==> config.mk <==
export PLATFORM = sky130hd
export DESIGN_NAME = pc_breakpoint_unit
export DESIGN_NICKNAME = d
export VERILOG_FILES = /design/src/sv/pcbu_pkg.sv /design/src/sv/pc_breakpoint_unit.sv /design/src/sv/pcbu_ctrl.sv /design/src/sv/pcbu_datapath.sv
export VERILOG_INCLUDE_DIRS = /design/src /design/src/sv
export SDC_FILE = /design/constraint.sdc
export NUM_CORES = 1
export LEC_CHECK = 0
export ABC_AREA = 1
export BUFFER_PORTS_ARGS = -buffer_cell sky130_fd_sc_hd__buf_4
export CORE_MARGIN = 5
export CORE_UTILIZATION = 30
export DETAILED_ROUTE_END_ITERATION = 16
export GPL_ROUTABILITY_DRIVEN = 0
export PLACE_DENSITY = 0.5
export SLEW_MARGIN = 20
export SYNTH_ARGS = -nofsm -noshare
export SYNTH_HDL_FRONTEND = slang
export SYNTH_SLANG_ARGS = --single-unit
==> constraint.sdc <==
create_clock -name clk_i -period 6.9 [get_ports clk_i]
set_clock_uncertainty 0.1 [all_clocks]
set_input_delay 1.38 -clock clk_i [delete_from_list [all_inputs] [get_ports clk_i]]
set_output_delay 1.38 -clock clk_i [all_outputs]
set_load 0.02 [all_outputs]
==> src/sv/pc_breakpoint_unit_assert.svh <==
// Assertion macros for the breakpoint unit.
// Needs clk_i and rst_ni in the scope that uses them.
`ifndef PC_BREAKPOINT_UNIT_ASSERT_SVH
`define PC_BREAKPOINT_UNIT_ASSERT_SVH

// Same-cycle implication, off during reset.
`define PCBU_ASSERT_NOW(lbl, ante, cons, msg) \
  lbl: assert property (@(posedge clk_i) disable iff (!rst_ni) (ante) |-> (cons)) \
    else $error(msg);

// Next-cycle implication, off during reset.
`define PCBU_ASSERT_NXT(lbl, ante, cons, msg) \
  lbl: assert property (@(posedge clk_i) disable iff (!rst_ni) (ante) |=> (cons)) \
    else $error(msg);

`endif

==> src/sv/pcbu_pkg.sv <==
// Shared types and codes for the breakpoint unit.
// No dependencies.
package pcbu_pkg;

  localparam int unsigned CMD_W    = 3;
  localparam int unsigned ADDR_W   = 16;
  localparam int unsigned IDX_W    = 8;
  localparam int unsigned OCOUNT_W = 5;

  typedef enum logic [CMD_W-1:0] {
    CMD_CHECK      = 3'd0,
    CMD_ADD        = 3'd1,
    CMD_REMOVE_NTH = 3'd2,
    CMD_REMOVE_ALL = 3'd3,
    CMD_STEP       = 3'd4,
    CMD_RUN        = 3'd5
  } cmd_e;

  typedef enum logic [1:0] {
    MODE_INACTIVE = 2'd0,
    MODE_ACTIVE   = 2'd1,
    MODE_HALTED   = 2'd2
  } mode_e;

  typedef enum logic [1:0] {
    ST_OK       = 2'd0,
    ST_NO_ENTRY = 2'd1,
    ST_FULL     = 2'd2
  } status_e;

  typedef struct packed {
    logic load_item;
    logic load_match;
    logic commit;
  } pcbu_cmd_t;

endpackage

==> src/sv/pc_breakpoint_unit.sv <==
// Top level of the PC breakpoint unit: stream ports, sequencer and table.
// Depends on pcbu_pkg, pcbu_ctrl, pcbu_datapath and the assertion header.
//
//   channel   | dir | contents
//   s_axis    | in  | tuser command; tdata address, oneshot, entry_index
//   m_axis    | out | tdata halt, status, mode, entry_count
//
// Each item passes through accept, compare in every table cell, and commit, in that order.
// The commit waits while the previous result sits unread in the output register.
// A new item is accepted as soon as the commit of the last one is done.
// Reset clears the count and the mode; table cells are written before use.
`include "pc_breakpoint_unit_assert.svh"
module pc_breakpoint_unit #(
  parameter int unsigned DEPTH = 16
) (
  input  logic        clk_i,
  input  logic        rst_ni,
  input  logic        s_axis_tvalid,
  output logic        s_axis_tready,
  input  logic [31:0] s_axis_tdata,  // address[15:0], oneshot[16], entry_index[24:17]
  input  logic [2:0]  s_axis_tuser,  // command[2:0]
  output logic        m_axis_tvalid,
  input  logic        m_axis_tready,
  output logic [15:0] m_axis_tdata   // halt[0], status[2:1], mode[4:3], entry_count[9:5]
);
  import pcbu_pkg::*;

  pcbu_cmd_t         cmd;
  logic              halt;
  logic [1:0]        status;
  logic [1:0]        mode;
  logic [OCOUNT_W-1:0] entry_count;

  pcbu_ctrl u_ctrl (
    .clk_i       (clk_i),
    .rst_ni      (rst_ni),
    .in_valid_i  (s_axis_tvalid),
    .in_ready_o  (s_axis_tready),
    .out_valid_o (m_axis_tvalid),
    .out_ready_i (m_axis_tready),
    .cmd_o       (cmd)
  );

  pcbu_datapath #(
    .DEPTH (DEPTH)
  ) u_datapath (
    .clk_i         (clk_i),
    .rst_ni        (rst_ni),
    .cmd_i         (cmd),
    .command_i     (s_axis_tuser),
    .address_i     (s_axis_tdata[15:0]),
    .oneshot_i     (s_axis_tdata[16]),
    .entry_index_i (s_axis_tdata[24:17]),
    .halt_o        (halt),
    .status_o      (status),
    .mode_o        (mode),
    .entry_count_o (entry_count)
  );

  assign m_axis_tdata = {6'd0, entry_count, mode, status, halt};

  `PCBU_ASSERT_NXT(a_busy_after_accept, s_axis_tvalid && s_axis_tready, !s_axis_tready, "ready after accept")
  `PCBU_ASSERT_NOW(a_halt_mode, m_axis_tvalid && halt, mode == MODE_HALTED, "halt without halted mode")
  `PCBU_ASSERT_NOW(a_full_count, m_axis_tvalid && status == ST_FULL, entry_count == OCOUNT_W'(DEPTH), "full below depth")
  `PCBU_ASSERT_NOW(a_err_no_halt, m_axis_tvalid && status != ST_OK, !halt, "halt with error")

endmodule

==> src/sv/pcbu_ctrl.sv <==
// Sequencer for the breakpoint unit: item accept, match, commit.
// Depends on pcbu_pkg.
module pcbu_ctrl (
  input  logic              clk_i,
  input  logic              rst_ni,
  input  logic              in_valid_i,
  output logic              in_ready_o,
  output logic              out_valid_o,
  input  logic              out_ready_i,
  output pcbu_pkg::pcbu_cmd_t cmd_o
);
  import pcbu_pkg::*;

  typedef enum logic [2:0] {
    S_IDLE   = 3'b001,
    S_MATCH  = 3'b010,
    S_COMMIT = 3'b100
  } state_e;

  state_e state_q, state_d;
  logic   out_valid_q, out_valid_d;
  logic   out_free;

  assign out_free = !out_valid_q || out_ready_i;

  always_comb begin
    state_d         = state_q;
    out_valid_d     = out_valid_q && !out_ready_i;
    cmd_o.load_item  = 1'b0;
    cmd_o.load_match = 1'b0;
    cmd_o.commit     = 1'b0;
    unique case (state_q)
      S_IDLE: begin
        if (in_valid_i) begin
          cmd_o.load_item = 1'b1;
          state_d         = S_MATCH;
        end
      end
      S_MATCH: begin
        cmd_o.load_match = 1'b1;
        state_d          = S_COMMIT;
      end
      S_COMMIT: begin
        if (out_free) begin
          cmd_o.commit = 1'b1;
          out_valid_d  = 1'b1;
          state_d      = S_IDLE;
        end
      end
      default: state_d = S_IDLE;
    endcase
  end

  always_ff @(posedge clk_i or negedge rst_ni) begin
    if (!rst_ni) begin
      state_q     <= S_IDLE;
      out_valid_q <= 1'b0;
    end else begin
      state_q     <= state_d;
      out_valid_q <= out_valid_d;
    end
  end

  assign in_ready_o  = (state_q == S_IDLE);
  assign out_valid_o = out_valid_q;

endmodule

==> src/sv/pcbu_datapath.sv <==
// Breakpoint table cells, compare vector, mode and count registers.
// Depends on pcbu_pkg; driven by pcbu_ctrl commands.
module pcbu_datapath #(
  parameter int unsigned DEPTH = 16
) (
  input  logic                          clk_i,
  input  logic                          rst_ni,
  input  pcbu_pkg::pcbu_cmd_t           cmd_i,
  input  logic [pcbu_pkg::CMD_W-1:0]    command_i,
  input  logic [pcbu_pkg::ADDR_W-1:0]   address_i,
  input  logic                          oneshot_i,
  input  logic [pcbu_pkg::IDX_W-1:0]    entry_index_i,
  output logic                          halt_o,
  output logic [1:0]                    status_o,
  output logic [1:0]                    mode_o,
  output logic [pcbu_pkg::OCOUNT_W-1:0] entry_count_o
);
  import pcbu_pkg::*;

  localparam int unsigned CW = $clog2(DEPTH + 1);
  localparam int unsigned XW = (CW > IDX_W) ? CW : IDX_W;

  logic [CMD_W-1:0]  cmd_q;
  logic [ADDR_W-1:0] addr_q;
  logic              one_q;
  logic [IDX_W-1:0]  idx_q;

  logic [ADDR_W-1:0] bp_addr_q [DEPTH];
  logic              bp_one_q  [DEPTH];
  logic [CW-1:0]     count_q, count_d;
  mode_e             mode_q, mode_d;

  logic [DEPTH-1:0]  match_q, match_d;
  logic [DEPTH-1:0]  ge_q, ge_d;
  logic [DEPTH-1:0]  one_vec, low, tail, shift_v;
  logic              hit, first_one, write_en, remove_ok, full;
  logic              halt_d;
  status_e           status_d;

  logic              halt_q;
  logic [1:0]        status_q, mode_out_q;
  logic [OCOUNT_W-1:0] count_out_q;

  always_ff @(posedge clk_i) begin
    if (cmd_i.load_item) begin
      cmd_q  <= command_i;
      addr_q <= address_i;
      one_q  <= oneshot_i;
      idx_q  <= entry_index_i;
    end
  end

  always_comb begin
    for (int i = 0; i < DEPTH; i++) begin
      match_d[i] = (bp_addr_q[i] == addr_q) && (CW'(i) < count_q);
      ge_d[i]    = XW'(i) >= XW'(idx_q);
      one_vec[i] = bp_one_q[i];
    end
  end

  always_ff @(posedge clk_i) begin
    if (cmd_i.load_match) begin
      match_q <= match_d;
      ge_q    <= ge_d;
    end
  end

  assign hit       = |match_q;
  assign low       = match_q & (~match_q + DEPTH'(1));
  assign tail      = ~((match_q - DEPTH'(1)) & ~match_q);
  assign first_one = |(low & one_vec);
  assign remove_ok = XW'(idx_q) < XW'(count_q);
  assign full      = (count_q == CW'(DEPTH));

  always_comb begin
    count_d  = count_q;
    mode_d   = mode_q;
    halt_d   = 1'b0;
    status_d = ST_OK;
    shift_v  = '0;
    write_en = 1'b0;
    unique case (cmd_q)
      CMD_CHECK: begin
        if (mode_q == MODE_HALTED) begin
          halt_d = 1'b1;
        end else if (mode_q == MODE_ACTIVE && hit) begin
          halt_d = 1'b1;
          mode_d = MODE_HALTED;
          if (first_one) begin
            shift_v = tail;
            count_d = count_q - CW'(1);
          end
        end
      end
      CMD_ADD: begin
        if (full) begin
          status_d = ST_FULL;
        end else begin
          write_en = 1'b1;
          count_d  = count_q + CW'(1);
          if (mode_q == MODE_INACTIVE) mode_d = MODE_ACTIVE;
        end
      end
      CMD_REMOVE_NTH: begin
        if (!remove_ok) begin
          status_d = ST_NO_ENTRY;
        end else begin
          shift_v = ge_q;
          count_d = count_q - CW'(1);
          if (mode_q == MODE_ACTIVE && count_q == CW'(1)) mode_d = MODE_INACTIVE;
        end
      end
      CMD_REMOVE_ALL: begin
        count_d = '0;
        if (mode_q == MODE_ACTIVE) mode_d = MODE_INACTIVE;
      end
      CMD_STEP: begin
        mode_d = MODE_HALTED;
      end
      CMD_RUN: begin
        mode_d = (count_q != '0) ? MODE_ACTIVE : MODE_INACTIVE;
      end
      default: begin
      end
    endcase
  end

  for (genvar g = 0; g < DEPTH; g++) begin : g_cell
    always_ff @(posedge clk_i) begin
      if (cmd_i.commit) begin
        if (write_en && count_q == CW'(g)) begin
          bp_addr_q[g] <= addr_q;
          bp_one_q[g]  <= one_q;
        end else if (shift_v[g]) begin
          if (g < DEPTH - 1) begin
            bp_addr_q[g] <= bp_addr_q[(g + 1) % DEPTH];
            bp_one_q[g]  <= bp_one_q[(g + 1) % DEPTH];
          end
        end
      end
    end
  end

  always_ff @(posedge clk_i or negedge rst_ni) begin
    if (!rst_ni) begin
      count_q <= '0;
      mode_q  <= MODE_INACTIVE;
    end else if (cmd_i.commit) begin
      count_q <= count_d;
      mode_q  <= mode_d;
    end
  end

  always_ff @(posedge clk_i) begin
    if (cmd_i.commit) begin
      halt_q      <= halt_d;
      status_q    <= status_d;
      mode_out_q  <= mode_d;
      count_out_q <= OCOUNT_W'(count_d);
    end
  end

  assign halt_o        = halt_q;
  assign status_o      = status_q;
  assign mode_o        = mode_out_q;
  assign entry_count_o = count_out_q;

endmodule

==> impl_metrics.toml <==
[place]
io_buffers = 43
dp_hpwl_um = 40900
dpl_cell_area_sq_um = 20200
post-place-ws_ps = 2630
placedCellCount = 2839

[final_layout]
syn2layout_area_growth_pct = 12.7
n_antenna_cell = 0
drive_gt1_frac = 0.104
final_nets = 2084
layout_common_cells = "nand2_1, edfxtp_1, inv_1"
layout_commonest_cell = "nand2_1"
fin_cells = 2915
stdcell_area_sq_um = 21400

[floorplan]
rows = 92
io_pins = 57
fp.coreArea_sq_um = 63000
dieArea_sq_um = 68500
initial_core_util = 0.302
die_x_um = 262
die_height_um = 262

[power]
p_seq_frac = 0.412
p_sw_frac = 0.346
p_leak_uw = 0.00852
p_int_uw = 4210
clkPwrFrac = 0.329
powerDensity_nw_per_um2 = 300
ir_worst_vdd_mv = 0.123
p_comb_frac = 0.259
netSwitchingPower_uw = 2230

[synthesis]
yosys.area.top_type = "edfxtp_1"
synth_ff_type = "edfxtp_1"
synth_area_leaders = "edfxtp_1, nand2_1, nand3_1"
netlist.area_leader.share = 0.538
yosys_warnings = 0
synth_seq_area_share = 0.553
ys_ff_latch = 352
async_flop_share = 0.0313
syn_inst = 2036
synth_area_sq_um = 19000
syn_area_per_cell_sq_um = 9.34
yosysUniqueCellTypes = 46
synth_enable_flop_cells = 341

[worst_setup_path]
cp.arrival_ps = 4580
crit_slowest_cell = "dfrtp_1"
worst_setup_path_end_kind = "register"
crit_path_start_kind = "register"
path_cells = "inv_1 -> ha_1 -> nor3_1 -> nand2_1 -> inv_2 -> nand2_1 -> inv_2 -> nand2_1 -> o21ai_1 -> nand2_1 -> o41ai_2 -> buf_4"
cp_common_cell = "nand2_1"
cp.required_ps = 7070
critical_path.max_stage_delay_ps = 730
cp_max_fo = 34
worstSetupPathType = "reg2reg"

[clocking]
cts_tree = "yes"
clk_pin_slew_ps = 60
post_cts_resized = 0
clk_path_buf_depth = 3
htree_levels = 2
cts-root-buf = "clkbuf_16"
cts_made_buffers = 41
clock_latency_ps = 580
clock_sinks = 352
cts_hold_buffers = 0
cts_setup_buffers = 0

[timing]
setup_ws_ps = 2480
maxSlewHeadroom = 0.295
fin_crit_ps = 4420
rsz0062_at_grt = "no"
tns_ps = 0
timing.fmax_mhz = 226
slew_viol_final = 0
worst_pin_slew_ps = 1060
timing.final.crit_share = 0.640
hold_viol = 0
setup_viol = 0

[drt]
drtIter0Drc = 1652
drcViolationCount = 0
postRouteAntennaNets = 0
vias_per_cell = 5.14
wire_per_inst_um = 21.2
route.vias.total = 14990
drtPass1Iterations = 6
wl_um = 61800

[grt]
grt_antenna_before_repair = 0
grt_pass1_wl_um = 91800
first_global_vias = 14558
grtUsageTotal = 0.177
grt.overflow.total = 0
grt_max_degree = 125

[hold_path]
hold_path.class = "reg2reg"

[run_status]
status = "finished, final reports clean"

[run]
drv_cap = 0
## cells in the mapped netlist, drive strengths merged (6+ instances only)
cell type	number
a21oi	45
a221oi	46
buf	69
clkbuf	65
dfrtp	10
edfxtp	341
ha	9
inv	208
nand2	542
nand3	161
nand4	10
nor2	90
nor3	17
nor4	30
o21ai	175
o22ai	84
o31ai	6
xnor2	35
xor2	62
## final timing paths
path | from | endpoint | slack, ps | depth (start not counted)
min in group asynchronous | rst_ni | u_datapath.mode_q[1]$_DFFE_PN0P_ | 540 | 1
max in group asynchronous | rst_ni | u_ctrl.state_q[0]$_DFFE_PN1P_ | 5940 | 1
max | u_datapath.count_q[4]$_DFFE_PN0P_ | u_datapath.bp_addr_q[1][86]$_DFFE_PP_ | 2480 | 12
max reg2reg | u_datapath.count_q[4]$_DFFE_PN0P_ | u_datapath.bp_addr_q[1][86]$_DFFE_PP_ | 2480 | 12
min reg2reg | u_ctrl.state_q[1]$_DFFE_PN0P_ | u_ctrl.state_q[1]$_DFFE_PN0P_ | 410 | 1
min | u_ctrl.state_q[1]$_DFFE_PN0P_ | u_ctrl.state_q[1]$_DFFE_PN0P_ | 410 | 1
## per-stage QoR
step,total power [uW],hold slack [ps],util
floorplan,3680,324,-
global placement,4310,389,0.320
detailed placement,4330,396,0.320
CTS,6460,407,0.340
global route,6720,434,0.340
finish,6440,406,0.340
## final cells by class
type | count | area, sq um
clock inverter | 19 | 161
clock buffer | 57 | 1130
multi-input combinational | 1344 | 7120
sequential | 352 | 10500
timing repair buffer | 86 | 658
inverter | 211 | 793
fill | 6356 | 41500
tap | 846 | 1060
## metal layers
layer / share of wire / track usage / vias to the layer above
li1: - / - / 7040
met1: 0.45 / 0.252 / 7115
met5: 0 / 0 / -
met3: 0.093 / 0.0427 / 135
met2: 0.42 / 0.264 / 700
met4: 0.033 / 0.0638 / 0
## sequential cells by signal, summed over array words and instances, names as in the netlist
register                  count
u_datapath.cmd_q              3
u_datapath.count_q            5
u_datapath.halt_o             1
u_datapath.bp_addr_q        256
u_datapath.entry_count_o      5
u_datapath.ge_q              15
u_datapath.one_q              1
u_datapath.addr_q            16
u_datapath.status_o           2
u_datapath.bp_one_q          16
u_ctrl.out_valid_o            1
u_datapath.idx_q              8
u_datapath.match_q           16
u_datapath.mode_q             2
u_datapath.mode_o             2
u_ctrl.state_q                3
## critical path: cells and delay by family (launching register included)
kind | cells | cell delay (ps)
AOI/OAI and AO/OA | 2 | 470
and+or+nand+nor | 5 | 1230
adders and majority gates | 1 | 340
buffers and inverters | 4 | 1230
DFF | 1 | 730
## cell families after synthesis
| family | count (synthesis) | share of synthesized area |
|---|---|---|
| simple gates | 856 | 0.194 |
| fa+ha+maj | 9 | 0.00592 |
| other cells | 1 | 0.000197 |
| compound gates | 376 | 0.126 |
| flops | 352 | 0.553 |
| xor+xnor | 97 | 0.0447 |
| buf+inv | 345 | 0.0765 |
## power groups by stage
stage	combinational, uW	clock, uW	sequential [uW]
2_1_floorplan	1020	0	2660
3_3_place_gp	1620	0	2690
3_5_place_dp	1640	0	2690
4_1_cts	1650	2160	2650
5_1_grt	1810	2250	2660
6_report	1670	2120	2650
Power figures use the tool's default switching activity.
